==> src/rtl/core/encoder_speed_sampler_assert.svh <==
// assertion macros shared by the encoder speed sampler rtl
`ifndef ENCODER_SPEED_SAMPLER_ASSERT_SVH
`define ENCODER_SPEED_SAMPLER_ASSERT_SVH

// same-cycle implication, checked outside reset
`define ESP_ASSERT_NOW(label, clk, rst_n, ante, cons, msg) \
    label: assert property (@(posedge clk) disable iff (!rst_n) (ante) |-> (cons)) \
        else $error(msg);

// next-cycle implication, checked outside reset
`define ESP_ASSERT_NEXT(label, clk, rst_n, ante, cons, msg) \
    label: assert property (@(posedge clk) disable iff (!rst_n) (ante) |=> (cons)) \
        else $error(msg);

`endif

==> src/rtl/core/esp_pkg.sv <==
// shared types and constants of the encoder speed sampler
`timescale 1ns / 1ps

package esp_pkg;

    localparam int CNT_W   = 32;
    localparam int TIME_W  = 32;
    localparam int DELTA_W = 32;
    localparam int TOTAL_W = 64;
    localparam int SPEED_W = 42;
    localparam int MRPM_W  = 32;

    // magnitude of any counts-per-second value, |delta|*1000 also fits
    localparam int MAG_W  = 41;
    localparam int K_W    = 16;
    localparam int PROD_W = MAG_W + K_W;

    localparam int DIV_N_W    = PROD_W;
    localparam int DIV_D_W    = 32;
    localparam int DIV_STEP_W = $clog2(DIV_N_W + 1);

    localparam logic [K_W-1:0] K_CPS = K_W'(1000);
    localparam logic [K_W-1:0] K_RPM = K_W'(60000);

    localparam logic [DIV_STEP_W-1:0] STEPS_CPS = DIV_STEP_W'(MAG_W);
    localparam logic [DIV_STEP_W-1:0] STEPS_RPM = DIV_STEP_W'(DIV_N_W);

    localparam logic [DIV_N_W-1:0] MRPM_POS_MAX = DIV_N_W'(32'h7FFF_FFFF);
    localparam logic [DIV_N_W-1:0] MRPM_NEG_MAX = DIV_N_W'(32'h8000_0000);

    localparam logic OP_START  = 1'b0;
    localparam logic OP_SAMPLE = 1'b1;

    localparam int ADDR_W = 4;
    localparam int DATA_W = 32;
    localparam logic [ADDR_W-1:0] ADDR_MODE   = 4'h0;
    localparam logic [ADDR_W-1:0] ADDR_PERIOD = 4'h4;
    localparam logic [ADDR_W-1:0] ADDR_CPR    = 4'h8;

    localparam logic              RST_MODE   = 1'b0;
    localparam logic [TIME_W-1:0] RST_PERIOD = TIME_W'(10);
    localparam logic [DIV_D_W-1:0] RST_CPR   = DIV_D_W'(1024);

    typedef enum logic [2:0] {
        ST_IDLE,
        ST_MUL_CPS,
        ST_DIV_CPS,
        ST_WAIT_CPS,
        ST_MUL_RPM,
        ST_DIV_RPM,
        ST_WAIT_RPM,
        ST_DONE
    } t_esp_state;

    typedef struct packed {
        logic                  start;
        logic [DIV_STEP_W-1:0] steps;
        logic [DIV_N_W-1:0]    dividend;
        logic [DIV_D_W-1:0]    divisor;
    } t_div_req;

    typedef struct packed {
        logic               busy;
        logic               done;
        logic [DIV_N_W-1:0] quotient;
        logic [DIV_D_W-1:0] remainder;
    } t_div_rsp;

endpackage

==> src/rtl/core/esp_if.sv <==
// request and result channel interfaces of the encoder speed sampler
`timescale 1ns / 1ps

interface esp_in_if;
    import esp_pkg::*;

    logic              valid;
    logic              ready;
    logic              opcode;
    logic [CNT_W-1:0]  cnt_value;
    logic [TIME_W-1:0] now_ms;

    modport source (output valid, opcode, cnt_value, now_ms, input ready);
    modport sink   (input valid, opcode, cnt_value, now_ms, output ready);
endinterface

interface esp_out_if;
    import esp_pkg::*;

    logic                      valid;
    logic                      ready;
    logic                      accepted;
    logic signed [DELTA_W-1:0] delta_out;
    logic signed [TOTAL_W-1:0] total_out;
    logic signed [SPEED_W-1:0] speed_cps;
    logic signed [MRPM_W-1:0]  speed_millirpm;
    logic                      millirpm_valid;

    modport source (output valid, accepted, delta_out, total_out, speed_cps,
                    speed_millirpm, millirpm_valid, input ready);
    modport sink   (input valid, accepted, delta_out, total_out, speed_cps,
                    speed_millirpm, millirpm_valid, output ready);
endinterface

==> src/rtl/core/esp_div.sv <==
// restoring divider, one quotient bit per cycle, quotient and remainder out
`timescale 1ns / 1ps
`include "encoder_speed_sampler_assert.svh"

module esp_div (
    input  logic              i_clk,
    input  logic              i_rst_n,
    input  esp_pkg::t_div_req i_req,
    output esp_pkg::t_div_rsp o_rsp
);
    import esp_pkg::*;

    logic                  r_busy, n_busy;
    logic                  r_done, n_done;
    logic [DIV_STEP_W-1:0] r_cnt, n_cnt;
    logic [DIV_D_W-1:0]    r_rem, n_rem;
    logic [DIV_N_W-1:0]    r_quo, n_quo;
    logic [DIV_D_W-1:0]    r_den, n_den;

    logic [DIV_D_W:0]   partial;
    logic [DIV_D_W+1:0] diff;
    logic               ge;

    assign partial = {r_rem, r_quo[DIV_N_W-1]};
    assign diff    = {1'b0, partial} - {2'b0, r_den};
    assign ge      = !diff[DIV_D_W+1];

    always_comb begin
        n_busy = r_busy;
        n_done = 1'b0;
        n_cnt  = r_cnt;
        n_rem  = r_rem;
        n_quo  = r_quo;
        n_den  = r_den;
        if (i_req.start) begin
            n_busy = 1'b1;
            n_cnt  = i_req.steps;
            n_rem  = '0;
            n_quo  = i_req.dividend;
            n_den  = i_req.divisor;
        end else if (r_busy) begin
            n_rem = ge ? diff[DIV_D_W-1:0] : partial[DIV_D_W-1:0];
            n_quo = {r_quo[DIV_N_W-2:0], ge};
            n_cnt = r_cnt - DIV_STEP_W'(1);
            if (r_cnt == DIV_STEP_W'(1)) begin
                n_busy = 1'b0;
                n_done = 1'b1;
            end
        end
    end

    always_ff @(posedge i_clk) begin
        if (!i_rst_n) begin
            r_busy <= 1'b0;
            r_done <= 1'b0;
            r_cnt  <= '0;
        end else begin
            r_busy <= n_busy;
            r_done <= n_done;
            r_cnt  <= n_cnt;
        end
    end

    always_ff @(posedge i_clk) begin
        r_rem <= n_rem;
        r_quo <= n_quo;
        r_den <= n_den;
    end

    assign o_rsp.busy      = r_busy;
    assign o_rsp.done      = r_done;
    assign o_rsp.quotient  = r_quo;
    assign o_rsp.remainder = r_rem;

    `ESP_ASSERT_NOW(a_done_after_run, i_clk, i_rst_n, r_done, !r_busy && $past(r_busy),
        "divider done without a preceding run")
    `ESP_ASSERT_NOW(a_rem_below_den, i_clk, i_rst_n, r_done, r_rem < r_den,
        "divider remainder not below divisor")
    `ESP_ASSERT_NEXT(a_last_step_done, i_clk, i_rst_n,
        r_busy && !i_req.start && r_cnt == DIV_STEP_W'(1), r_done,
        "divider missed its done pulse")

endmodule

==> src/rtl/core/encoder_speed_sampler.sv <==
// top level of the encoder speed sampler: register port, sequencer, datapath
`timescale 1ns / 1ps
`include "encoder_speed_sampler_assert.svh"

// Encoder speed sampler. Each request is a start (latch counter and time,
// clear totals) or a sample (wrap-aware count delta, 64-bit running total,
// counts per second = delta*1000/elapsed, then milli-RPM from counts_per_rev),
// and every request gives exactly one result. All arithmetic runs through one
// 41x16 multiplier and one restoring divider that yields one quotient bit per
// cycle. A taken sample runs a divide of 41 steps for the speed and one of 57
// steps for milli-RPM; a start or an untaken sample runs only the milli-RPM
// divide. With counts_per_rev at zero the milli-RPM divide is skipped. One
// request is in flight at a time; a finished result sits in an output
// register so the next request can be taken while it waits, and a result
// still waiting there when the next one finishes holds the sequencer until
// the output is taken. Configuration registers sit at byte addresses 0x0
// (counter width mode), 0x4 (sample period) and 0x8 (counts per revolution);
// they must be written only while idle, which the block itself does not
// enforce.
module encoder_speed_sampler (
    input  logic                         i_clk,
    input  logic                         i_rst_n,
    input  logic                         psel,
    input  logic                         penable,
    input  logic                         pwrite,
    input  logic [esp_pkg::ADDR_W-1:0]   paddr,
    input  logic [esp_pkg::DATA_W-1:0]   pwdata,
    output logic [esp_pkg::DATA_W-1:0]   prdata,
    output logic                         pready,
    esp_in_if.sink                       i_in,
    esp_out_if.source                    o_out
);
    import esp_pkg::*;

    // configuration
    logic               r_mode;
    logic [TIME_W-1:0]  r_period;
    logic [DIV_D_W-1:0] r_cpr;

    // measurement state
    t_esp_state         r_state, n_state;
    logic               r_init, n_init;
    logic [CNT_W-1:0]   r_prev, n_prev;
    logic [TIME_W-1:0]  r_last, n_last;
    logic [DELTA_W-1:0] r_held_delta, n_held_delta;
    logic [TOTAL_W-1:0] r_total, n_total;
    logic [SPEED_W-1:0] r_held_speed, n_held_speed;

    // per-request working registers
    logic               r_accepted, n_accepted;
    logic [TIME_W-1:0]  r_elapsed, n_elapsed;
    logic               r_neg, n_neg;
    logic [MAG_W-1:0]   r_mag, n_mag;
    logic [PROD_W-1:0]  r_prod, n_prod;
    logic [MRPM_W-1:0]  r_mrpm, n_mrpm;
    logic               r_mrpm_ok, n_mrpm_ok;

    // result register
    logic               r_out_valid, n_out_valid;
    logic               r_o_accepted;
    logic [DELTA_W-1:0] r_o_delta;
    logic [TOTAL_W-1:0] r_o_total;
    logic [SPEED_W-1:0] r_o_speed;
    logic [MRPM_W-1:0]  r_o_mrpm;
    logic               r_o_mrpm_ok;
    logic               out_load;

    t_div_req div_req;
    t_div_rsp div_rsp;

    logic               cfg_wr;
    logic [CNT_W-1:0]   norm;
    logic [CNT_W-1:0]   cnt_diff;
    logic [DELTA_W-1:0] delta;
    logic [DELTA_W-1:0] delta_abs;
    logic [TIME_W-1:0]  elapsed;
    logic [TIME_W-1:0]  period;
    logic               take;
    logic [SPEED_W-1:0] speed_abs;
    logic [SPEED_W-1:0] speed_mag;
    logic [K_W-1:0]     mul_k;
    logic [PROD_W-1:0]  prod;
    logic [DIV_N_W-1:0] q2;
    logic               rem_zero;
    logic               mrpm_fits;

    // register port
    assign cfg_wr = psel && penable && pwrite;
    assign pready = 1'b1;

    always_comb begin
        case (paddr)
            ADDR_MODE:   prdata = {{(DATA_W-1){1'b0}}, r_mode};
            ADDR_PERIOD: prdata = r_period;
            ADDR_CPR:    prdata = r_cpr;
            default:     prdata = '0;
        endcase
    end

    // request-side arithmetic
    assign norm      = r_mode ? i_in.cnt_value : {16'b0, i_in.cnt_value[15:0]};
    assign cnt_diff  = norm - r_prev;
    assign delta     = r_mode ? cnt_diff : {{16{cnt_diff[15]}}, cnt_diff[15:0]};
    assign delta_abs = delta[DELTA_W-1] ? (~delta + DELTA_W'(1)) : delta;
    assign elapsed   = i_in.now_ms - r_last;
    assign period    = (r_period == '0) ? TIME_W'(1) : r_period;
    assign take      = r_init && (elapsed >= period);
    assign speed_abs = r_held_speed[SPEED_W-1] ? (~r_held_speed + SPEED_W'(1))
                                               : r_held_speed;

    // shared multiplier
    assign mul_k = (r_state == ST_MUL_RPM) ? K_RPM : K_CPS;
    assign prod  = {{K_W{1'b0}}, r_mag} * {{MAG_W{1'b0}}, mul_k};

    assign speed_mag = {1'b0, div_rsp.quotient[MAG_W-1:0]};

    // fits when |cps|*60000 <= limit*cpr, read off quotient and remainder
    assign q2        = div_rsp.quotient;
    assign rem_zero  = (div_rsp.remainder == '0);
    assign mrpm_fits = r_neg ? ((q2 < MRPM_NEG_MAX) || (q2 == MRPM_NEG_MAX && rem_zero))
                             : ((q2 < MRPM_POS_MAX) || (q2 == MRPM_POS_MAX && rem_zero));

    assign i_in.ready = (r_state == ST_IDLE);

    always_comb begin
        n_state      = r_state;
        n_init       = r_init;
        n_prev       = r_prev;
        n_last       = r_last;
        n_held_delta = r_held_delta;
        n_total      = r_total;
        n_held_speed = r_held_speed;
        n_accepted   = r_accepted;
        n_elapsed    = r_elapsed;
        n_neg        = r_neg;
        n_mag        = r_mag;
        n_prod       = r_prod;
        n_mrpm       = r_mrpm;
        n_mrpm_ok    = r_mrpm_ok;
        out_load     = 1'b0;
        div_req      = '0;

        case (r_state)
            ST_IDLE: begin
                if (i_in.valid) begin
                    if (i_in.opcode == OP_START) begin
                        n_prev       = norm;
                        n_last       = i_in.now_ms;
                        n_held_delta = '0;
                        n_total      = '0;
                        n_held_speed = '0;
                        n_init       = 1'b1;
                        n_accepted   = 1'b1;
                        n_neg        = 1'b0;
                        n_mag        = '0;
                        n_state      = ST_MUL_RPM;
                    end else if (take) begin
                        n_prev       = norm;
                        n_last       = i_in.now_ms;
                        n_held_delta = delta;
                        n_total      = r_total + {{(TOTAL_W-DELTA_W){delta[DELTA_W-1]}}, delta};
                        n_elapsed    = elapsed;
                        n_accepted   = 1'b1;
                        n_neg        = delta[DELTA_W-1];
                        n_mag        = {{(MAG_W-DELTA_W){1'b0}}, delta_abs};
                        n_state      = ST_MUL_CPS;
                    end else begin
                        // not taken: only the milli-rpm of the held speed is redone
                        n_accepted = 1'b0;
                        n_neg      = r_held_speed[SPEED_W-1];
                        n_mag      = speed_abs[MAG_W-1:0];
                        n_state    = ST_MUL_RPM;
                    end
                end
            end
            ST_MUL_CPS: begin
                n_prod  = prod;
                n_state = ST_DIV_CPS;
            end
            ST_DIV_CPS: begin
                // |delta|*1000 fits MAG_W bits: align it to the top of the dividend
                div_req.start    = 1'b1;
                div_req.steps    = STEPS_CPS;
                div_req.dividend = r_prod << (DIV_N_W - MAG_W);
                div_req.divisor  = r_elapsed;
                n_state          = ST_WAIT_CPS;
            end
            ST_WAIT_CPS: begin
                if (div_rsp.done) begin
                    n_held_speed = r_neg ? (~speed_mag + SPEED_W'(1)) : speed_mag;
                    n_mag        = div_rsp.quotient[MAG_W-1:0];
                    n_state      = ST_MUL_RPM;
                end
            end
            ST_MUL_RPM: begin
                n_prod = prod;
                if (r_cpr == '0) begin
                    n_mrpm    = '0;
                    n_mrpm_ok = 1'b0;
                    n_state   = ST_DONE;
                end else begin
                    n_state = ST_DIV_RPM;
                end
            end
            ST_DIV_RPM: begin
                div_req.start    = 1'b1;
                div_req.steps    = STEPS_RPM;
                div_req.dividend = r_prod;
                div_req.divisor  = r_cpr;
                n_state          = ST_WAIT_RPM;
            end
            ST_WAIT_RPM: begin
                if (div_rsp.done) begin
                    n_mrpm_ok = mrpm_fits;
                    if (!mrpm_fits) begin
                        n_mrpm = '0;
                    end else if (r_neg) begin
                        n_mrpm = ~q2[MRPM_W-1:0] + MRPM_W'(1);
                    end else begin
                        n_mrpm = q2[MRPM_W-1:0];
                    end
                    n_state = ST_DONE;
                end
            end
            ST_DONE: begin
                if (!r_out_valid || o_out.ready) begin
                    out_load = 1'b1;
                    n_state  = ST_IDLE;
                end
            end
            default: begin
                n_state = ST_IDLE;
            end
        endcase

        if (out_load) begin
            n_out_valid = 1'b1;
        end else if (o_out.ready) begin
            n_out_valid = 1'b0;
        end else begin
            n_out_valid = r_out_valid;
        end
    end

    always_ff @(posedge i_clk) begin
        if (!i_rst_n) begin
            r_mode       <= RST_MODE;
            r_period     <= RST_PERIOD;
            r_cpr        <= RST_CPR;
            r_state      <= ST_IDLE;
            r_init       <= 1'b0;
            r_prev       <= '0;
            r_last       <= '0;
            r_held_delta <= '0;
            r_total      <= '0;
            r_held_speed <= '0;
            r_out_valid  <= 1'b0;
        end else begin
            if (cfg_wr) begin
                case (paddr)
                    ADDR_MODE:   r_mode   <= pwdata[0];
                    ADDR_PERIOD: r_period <= pwdata;
                    ADDR_CPR:    r_cpr    <= pwdata;
                    default:     ;
                endcase
            end
            r_state      <= n_state;
            r_init       <= n_init;
            r_prev       <= n_prev;
            r_last       <= n_last;
            r_held_delta <= n_held_delta;
            r_total      <= n_total;
            r_held_speed <= n_held_speed;
            r_out_valid  <= n_out_valid;
        end
    end

    always_ff @(posedge i_clk) begin
        r_accepted <= n_accepted;
        r_elapsed  <= n_elapsed;
        r_neg      <= n_neg;
        r_mag      <= n_mag;
        r_prod     <= n_prod;
        r_mrpm     <= n_mrpm;
        r_mrpm_ok  <= n_mrpm_ok;
        if (out_load) begin
            r_o_accepted <= r_accepted;
            r_o_delta    <= r_held_delta;
            r_o_total    <= r_total;
            r_o_speed    <= r_held_speed;
            r_o_mrpm     <= r_mrpm;
            r_o_mrpm_ok  <= r_mrpm_ok;
        end
    end

    esp_div u_div (
        .i_clk   (i_clk),
        .i_rst_n (i_rst_n),
        .i_req   (div_req),
        .o_rsp   (div_rsp)
    );

    assign o_out.valid          = r_out_valid;
    assign o_out.accepted       = r_o_accepted;
    assign o_out.delta_out      = r_o_delta;
    assign o_out.total_out      = r_o_total;
    assign o_out.speed_cps      = r_o_speed;
    assign o_out.speed_millirpm = r_o_mrpm;
    assign o_out.millirpm_valid = r_o_mrpm_ok;

    `ESP_ASSERT_NEXT(a_request_starts_work, i_clk, i_rst_n, i_in.valid && i_in.ready,
        r_state == ST_MUL_CPS || r_state == ST_MUL_RPM,
        "accepted request did not start the sequencer")
    `ESP_ASSERT_NEXT(a_start_arms, i_clk, i_rst_n,
        i_in.valid && i_in.ready && i_in.opcode == OP_START, r_init && r_accepted,
        "start request did not arm the block")
    `ESP_ASSERT_NOW(a_mrpm_zero_when_invalid, i_clk, i_rst_n,
        r_out_valid && !r_o_mrpm_ok, r_o_mrpm == '0,
        "milli-rpm not zero while flagged invalid")

endmodule
==> src/flat_wrapper.sv <==
// flat-port wrapper written by rule: the top's interface ports become plain ports
module encoder_speed_sampler_flat import esp_pkg::*;
  (i_clk, i_rst_n, psel, penable, pwrite, paddr, pwdata, prdata, pready, i_in_valid, i_in_opcode, i_in_cnt_value, i_in_now_ms, i_in_ready, o_out_valid, o_out_accepted, o_out_delta_out, o_out_total_out, o_out_speed_cps, o_out_speed_millirpm, o_out_millirpm_valid, o_out_ready);
  esp_in_if i_in_i ();
  esp_out_if o_out_i ();
  input  logic i_clk;
  input  logic i_rst_n;
  input  logic psel;
  input  logic penable;
  input  logic pwrite;
  input  logic [esp_pkg::ADDR_W-1:0] paddr;
  input  logic [esp_pkg::DATA_W-1:0] pwdata;
  output logic [esp_pkg::DATA_W-1:0] prdata;
  output logic pready;
  input wire logic [$bits(i_in_i.valid)-1:0] i_in_valid;
  input wire logic [$bits(i_in_i.opcode)-1:0] i_in_opcode;
  input wire logic [$bits(i_in_i.cnt_value)-1:0] i_in_cnt_value;
  input wire logic [$bits(i_in_i.now_ms)-1:0] i_in_now_ms;
  output wire logic [$bits(i_in_i.ready)-1:0] i_in_ready;
  output wire logic [$bits(o_out_i.valid)-1:0] o_out_valid;
  output wire logic [$bits(o_out_i.accepted)-1:0] o_out_accepted;
  output wire logic [$bits(o_out_i.delta_out)-1:0] o_out_delta_out;
  output wire logic [$bits(o_out_i.total_out)-1:0] o_out_total_out;
  output wire logic [$bits(o_out_i.speed_cps)-1:0] o_out_speed_cps;
  output wire logic [$bits(o_out_i.speed_millirpm)-1:0] o_out_speed_millirpm;
  output wire logic [$bits(o_out_i.millirpm_valid)-1:0] o_out_millirpm_valid;
  input wire logic [$bits(o_out_i.ready)-1:0] o_out_ready;
  assign i_in_i.valid = i_in_valid;
  assign i_in_i.opcode = i_in_opcode;
  assign i_in_i.cnt_value = i_in_cnt_value;
  assign i_in_i.now_ms = i_in_now_ms;
  assign i_in_ready = i_in_i.ready;
  assign o_out_valid = o_out_i.valid;
  assign o_out_accepted = o_out_i.accepted;
  assign o_out_delta_out = o_out_i.delta_out;
  assign o_out_total_out = o_out_i.total_out;
  assign o_out_speed_cps = o_out_i.speed_cps;
  assign o_out_speed_millirpm = o_out_i.speed_millirpm;
  assign o_out_millirpm_valid = o_out_i.millirpm_valid;
  assign o_out_i.ready = o_out_ready;
  encoder_speed_sampler u_core (.i_clk(i_clk), .i_rst_n(i_rst_n), .psel(psel), .penable(penable), .pwrite(pwrite), .paddr(paddr), .pwdata(pwdata), .prdata(prdata), .pready(pready), .i_in(i_in_i), .o_out(o_out_i));
endmodule
==> config.mk <==
export PLATFORM = sky130hd
export DESIGN_NAME = encoder_speed_sampler_flat
export DESIGN_NICKNAME = d
export VERILOG_FILES = /design/src/rtl/core/esp_pkg.sv /design/src/rtl/core/esp_if.sv /design/src/rtl/core/esp_div.sv /design/src/rtl/core/encoder_speed_sampler.sv /design/src/flat_wrapper.sv
export VERILOG_INCLUDE_DIRS = /design/src /design/src/rtl/core
export SDC_FILE = /design/constraint.sdc
export NUM_CORES = 2
export LEC_CHECK = 0
export BUFFER_PORTS_ARGS = -buffer_cell sky130_fd_sc_hd__buf_2
export CAP_MARGIN = 20
export CORE_ASPECT_RATIO = 0.75
export CORE_UTILIZATION = 50
export CTS_BUF_LIST = sky130_fd_sc_hd__clkbuf_4 sky130_fd_sc_hd__clkbuf_8 sky130_fd_sc_hd__clkbuf_16
export CTS_CLUSTER_SIZE = 40
export DETAILED_ROUTE_END_ITERATION = 8
export PLACE_DENSITY = 0.68
export SYNTH_ARGS = -nofsm -noshare
export SYNTH_HDL_FRONTEND = slang
export SYNTH_SLANG_ARGS = --single-unit
export TNS_END_PERCENT = 1
==> constraint.sdc <==
create_clock -name i_clk -period 13.66 [get_ports i_clk]
set_clock_uncertainty 0.1 [all_clocks]
set_input_delay 2.732 -clock i_clk [delete_from_list [all_inputs] [get_ports i_clk]]
set_output_delay 2.732 -clock i_clk [all_outputs]
set_load 0.05 [all_outputs]
Word-level counts from Yosys, hierarchy flattened. Index checks and enable logic that the tools add are counted.

Bits in registers: 738. Latch bits: 0. Memory bits (writable): 0. Bits in read-only memories: 0. Input port bits: 108. Output and inout port bits: 207. Memories: 0.

Add/subtract/negate cells: 9. $mul: 1. Divide/modulo/power cells: 0. Order comparisons: 3. Equality and inequality tests: 19. Shift-type cells: 0. Multiplexer cells: 58. Bitwise gates (word level): 7. Reduce and logical (&&, ||, !) cells: 32.

Operators by type and width (count): $mux W32 (15); $mux W41 (5); $pmux W96 S2 (1); $mux W42 (4); $mux W64 (2); $mux W57 (2); $logic_not A32 Y1 (3); $pmux W32 S3 (1); $pmux W42 S2 (1); $pmux W41 S2 (1); $add A32 B1 Y32 const B (2); $add A64 B64 Y64 (1); $not A32 Y32 (2); $pmux W32 S2 (1); $sub A32 B32 Y32 (2); $eq A57 B31 Y1 const B (1); $eq A57 B32 Y1 const B (1); $lt A57 B31 Y1 const B (1); $lt A57 B32 Y1 const B (1); $mul A41 B16 Y57 (1); $add A42 B1 Y42 const B (1); $not A41 Y42 (1); $add A41 B1 Y41 const B (1); $not A41 Y41 (1); 30 further kinds (77).

Longest topological paths before layout.
Word-level depth: 10. Depth in mapped cells: 30.

By module. A second synthesis with hierarchy kept.

Cell total of the unflattened synthesis: 5403. Area, all modules: 52638.0 sq um.

By module, submodules not included: encoder_speed_sampler (instances 1, cells an instance 4740, area an instance 45471.1 sq um, sequential area each 15474.8 sq um); esp_div (instances 1, cells an instance 663, area an instance 7166.9 sq um, sequential area each 3473.3 sq um).

Worst setup path after synthesis. No wires, ideal clock.

Path kind: in2reg. From: in o_out_ready. To: reg u_core.r_o_accepted, in the netlist u_core.o_out.accepted (enable). Library setup time: 707 ps. Arrival time: 9938 ps. Required time: 12853 ps. Path slack: 2916 ps. Cell stages on the path: 2. Buffers on the path: 0. Path through: nor2b_1 nor2_1.

Longest elaborated chain between the ends: 3.

RTL lines: start, declared (line flat_wrapper.sv:27) `input wire logic [$bits(o_out_i.ready)-1:0] o_out_ready;`; $logic_or A1 B1 Y1 (line encoder_speed_sampler.sv:226) `if (!r_out_valid || o_out.ready) begin`; $mux W1 (line encoder_speed_sampler.sv:226); $mux W1 (line encoder_speed_sampler.sv:143) `case (r_state)`; end signal, assigned (line encoder_speed_sampler.sv:287) `r_o_accepted <= r_accepted;`; end, declared (line encoder_speed_sampler.sv:60) `logic r_o_accepted;`.

No other way between the ends. A chain may end at the register's enable or synchronous reset.

Worst setup path after layout.
From: in i_in_now_ms[2]. To: reg u_core.r_total[60].

Longest elaborated chain between the ends: 5.

RTL lines: start, declared (line flat_wrapper.sv:18) `input wire logic [$bits(i_in_i.now_ms)-1:0] i_in_now_ms;`; $sub A32 B32 Y32 (line encoder_speed_sampler.sv:105) `assign elapsed = i_in.now_ms - r_last;`; net u_core.elapsed[23] (line encoder_speed_sampler.sv:76) `logic [TIME_W-1:0] elapsed;`; $ge A32 B32 Y1 (line encoder_speed_sampler.sv:107) `assign take = r_init && (elapsed >= period);`; $logic_and A1 B1 Y1 (line encoder_speed_sampler.sv:107); $ne A2 B1 Y1 (no line); $reduce_and A3 Y1 (no line); end signal, assigned (line encoder_speed_sampler.sv:272) `r_total <= n_total;`; end, declared (line encoder_speed_sampler.sv:46) `logic [TOTAL_W-1:0] r_total, n_total;`.

The timed path passes the listed nets, and every way through them passes these cells.

==> impl_results.md <==
* Final instance area at 58,200 um2
* Drt first pass iters at 6
* DR WL/cell at 21.5 um
* Final setup fails at 0
* R2r worst-path depth at 25
* Layout filler cell count at 9,255
* Reg2reg setup slack at 5.00 ns
* Crit path max fanout at 46
* Antenna violations before repair at 22
* Setup CP Type: in -> reg
* #FFs+latches synth at 735
* Core Rows at 102
* Post-CTS Setup Inserts at 0
* Hold Startpoint: u_core.r_mrpm_ok
* Routed wire length at 155,000 um
* Vias at 41,800
* GP Congestion at 0.969
* Outcome: complete, no violations
* Post-DP HPWL at 118,000 um
* RSZ-0062 raised after global routing: false
* Final period util at 73.2%
* CP Launch Type: input port
* R2R Path End: u_core.r_prod[56]
* Maximum clock path buffer count at 3
* Hold EP: u_core.o_out.millirpm_valid
* PostCTS Resize Cnt at 0
* Final #Nets at 6,534
* H-tree depth at 3
* Setup TNS at 0 ns
* Die H at 283 um
* Total core area at 104,000 um2
* Hold Fails Final Rpt at 0
* DRC Markers at 0
* Die width at 376 um
* Post-synth EDFFs at 423
* Syn nets at 6,357
* Hold Path Cell Cnt at 0
* Congestion Overflow GR at 0
* Hold WC Path Type: reg -> reg
* Layout area overhead at 10.7%
* Reg2reg start: u_core.r_state[1]
* Vias in the first global route at 39,100
* Critical path required time at 14.12 ns
* Routed Antenna Nets at 0
* Sequential fraction of the synthesis area at 36.0%
* Crit path DAT at 10.45 ns
* Worst Setup End Kind: flip-flop
* Global-route wire length before repair at 235,000 um
* Multi-input logic area at 30,600 um2
* Placed Area at 55,400 um2
* CTS buffer count at 78
* Die ar. at 106,000 um2
* Clk_lat worst skew at 0.67 ns
* I/O pins at 315
* Commonest non-fill, non-tap cells in the layout: nand2_1 (615), inv_1 (583), ha_1 (436)
* Cts hold-fix bufs at 0
* Crit path time final at 9.99 ns
* Post-Synthesis Cells at 5,541
* Avg Inst Size Synth at 9.49 um2
* IO Port Bufs at 313
* TritonCTS Sinks at 735
* Vias per Instance at 5.81
* Reg area at 19,000 um2
* Tightest Pin Transition at 1.18 ns
* Netlist Area Pre-Place at 52,600 um2
* Clock-pin transition on the worst setup and hold timing paths at 0.06 ns
* Top FF cell, synth: edfxtp_1
* Root buffer cell: clkbuf_16
* Starting Density at 50.7%
* Max_cap viols at 0
* Slew Viols, Final at 0
* Commonest non-fill, non-tap cell in the layout: nand2_1
* Layout cell share with drive strength beyond 1 at 9.86%
* Fmax at 100 MHz
* Asr flop ratio synth at 0%
* Yosys cell types at 79
* DR iter-0 viols at 4,133
* Slew HR at 21.6%
* Largest net degree at the start of global routing at 166
* Synth Warn # at 0
* CTS tree: yes
* GRT Overall Usage at 28.6%
-- cell families (layout without fill, tap and decap cells) --
kind of cell	Yosys count	count (layout)	share of synthesized area, %
AO/OA/AOI/OAI	1431	1431	17.9
XOR/XNOR	327	327	5.45
adder cells (fa/ha/maj)	709	709	20.8
buffers and inverters	847	1088	6.07
flip-flops	735	735	36.0
multiplexers	27	27	0.514
other	1	12	0.00713
AND/OR/NAND/NOR	1464	1464	13.3
-- area by class of cell --
class / instances / share of cell area, %
multi-input combinational: 3959 / 52.5
clock buffer: 98 / 3.65
antenna: 11 / 0.0473
clock inverter: 46 / 1.04
timing repair buffer: 359 / 3.37
inverter: 585 / 3.78
sequential: 735 / 32.6
tap: 1404 / 3.02
-- worst max-delay path, stage by stage --
cell	delay, ns
buf_2	0.11
ha_1	0.34
and3_1	0.22
a211o_1	0.34
nand3_1	0.10
a21boi_0	0.11
o41ai_1	0.60
o21ai_0	0.32
a21boi_0	0.43
o21bai_1	0.10
a21oi_1	0.19
xnor2_1	0.19
ha_1	0.31
a21oi_1	0.16
o21ai_0	0.14
a211oi_1	0.27
o31ai_1	0.12
nor3_1	0.50
a2bb2oi_4	0.20
buf_4	0.43
nor2_1	0.15
nand2_1	0.44
clkinv_2	0.74
nand2_1	0.81
a2111oi_0	0.17
a21o_1	0.19
-- state kept, by name, summed over array words and instances (netlist names), 41 cells and up --
register,flops
u_core.r_total,64
u_core.u_div.r_quo,57
u_core.r_mag,41
u_core.o_out.total_out,64
u_core.r_prod,54
u_core.r_held_speed,42
u_core.o_out.speed_cps,42
-- how the worst max path moves through the flow --
| stage | slack, ns | startpoint | to | cells past startpoint |
|---|---|---|---|---|
| 6_report | 3.67 | i_in_now_ms[2] | u_core.r_total[60] | 26 |
| 5_1_grt | 3.18 | i_in_now_ms[2] | u_core.r_total[60] | 26 |
| 4_1_cts | 3.77 | i_in_now_ms[2] | u_core.r_total[60] | 26 |
| 3_5_place_dp | 3.13 | i_in_now_ms[2] | u_core.r_total[60] | 26 |
| 3_3_place_gp | 3.40 | i_in_now_ms[6] | u_core.r_total[60] | 26 |
| 2_1_floorplan | 2.92 | o_out_ready | u_core.o_out.accepted | 2 |
-- routing by layer --
| layer | vias up | GRT usage [%] | routed length, um |
|---|---|---|---|
| met5 | - | 0 | 75 |
| met4 | 12 | 6.21 | 2790 |
| met3 | 186 | 7.75 | 16300 |
| met2 | 1621 | 39.6 | 62300 |
| met1 | 20200 | 44.0 | 73200 |
| li1 | 19800 | - | - |
-- Yosys cell counts, types with 8 or more instances --
cell	count	area share [%]
o31ai_1	52	0.74
a21oi_1	297	2.8
fa_1	272	10
nor2b_1	120	1.4
xnor2_1	196	3.3
nor3_1	70	0.67
edfxtp_1	423	24
a31oi_1	24	0.29
mux2i_1	27	0.51
o41ai_1	14	0.23
o31a_1	8	0.13
and4_1	8	0.13
nand2_1	620	4.4
dfxtp_1	312	12
and2_1	68	0.81
o211ai_1	23	0.33
buf_1	12	0.086
a21boi_0	136	1.9
nand3_1	56	0.53
nand2b_1	35	0.42
o22ai_1	45	0.54
a41oi_1	11	0.18
a21o_1	117	1.7
or3_1	75	0.89
nor2_1	234	1.7
nor4_1	43	0.51
and3_1	24	0.29
or2_2	12	0.14
o21a_1	29	0.41
o21bai_1	35	0.50
a22oi_1	87	1.2
or4_1	22	0.31
a311oi_1	8	0.13
ha_1	436	10
o21ai_0	332	3.2
clkbuf_1	247	1.8
nand4_1	51	0.61
a221oi_1	10	0.17
a22o_1	88	1.5
a31o_2	23	0.38
inv_1	583	4.2
a211oi_1	46	0.66
xor2_1	131	2.2
-- per-stage QoR --
step                      setup slack, ns  util (%)  instances  hold slack, ns
after floorplan                      2.92         -       5541           0.300
after global placement               3.40      53.4       7040           0.303
after detailed placement             3.13      53.4       7041           0.305
after CTS                            3.77      56.0       7185           0.320
after global routing                 3.18      56.1       7196           0.324
final                                3.67      56.1       7197           0.320
Power is not shown: default switching activity piles up to over one toggle a cycle in this logic, so the estimate is an artifact.
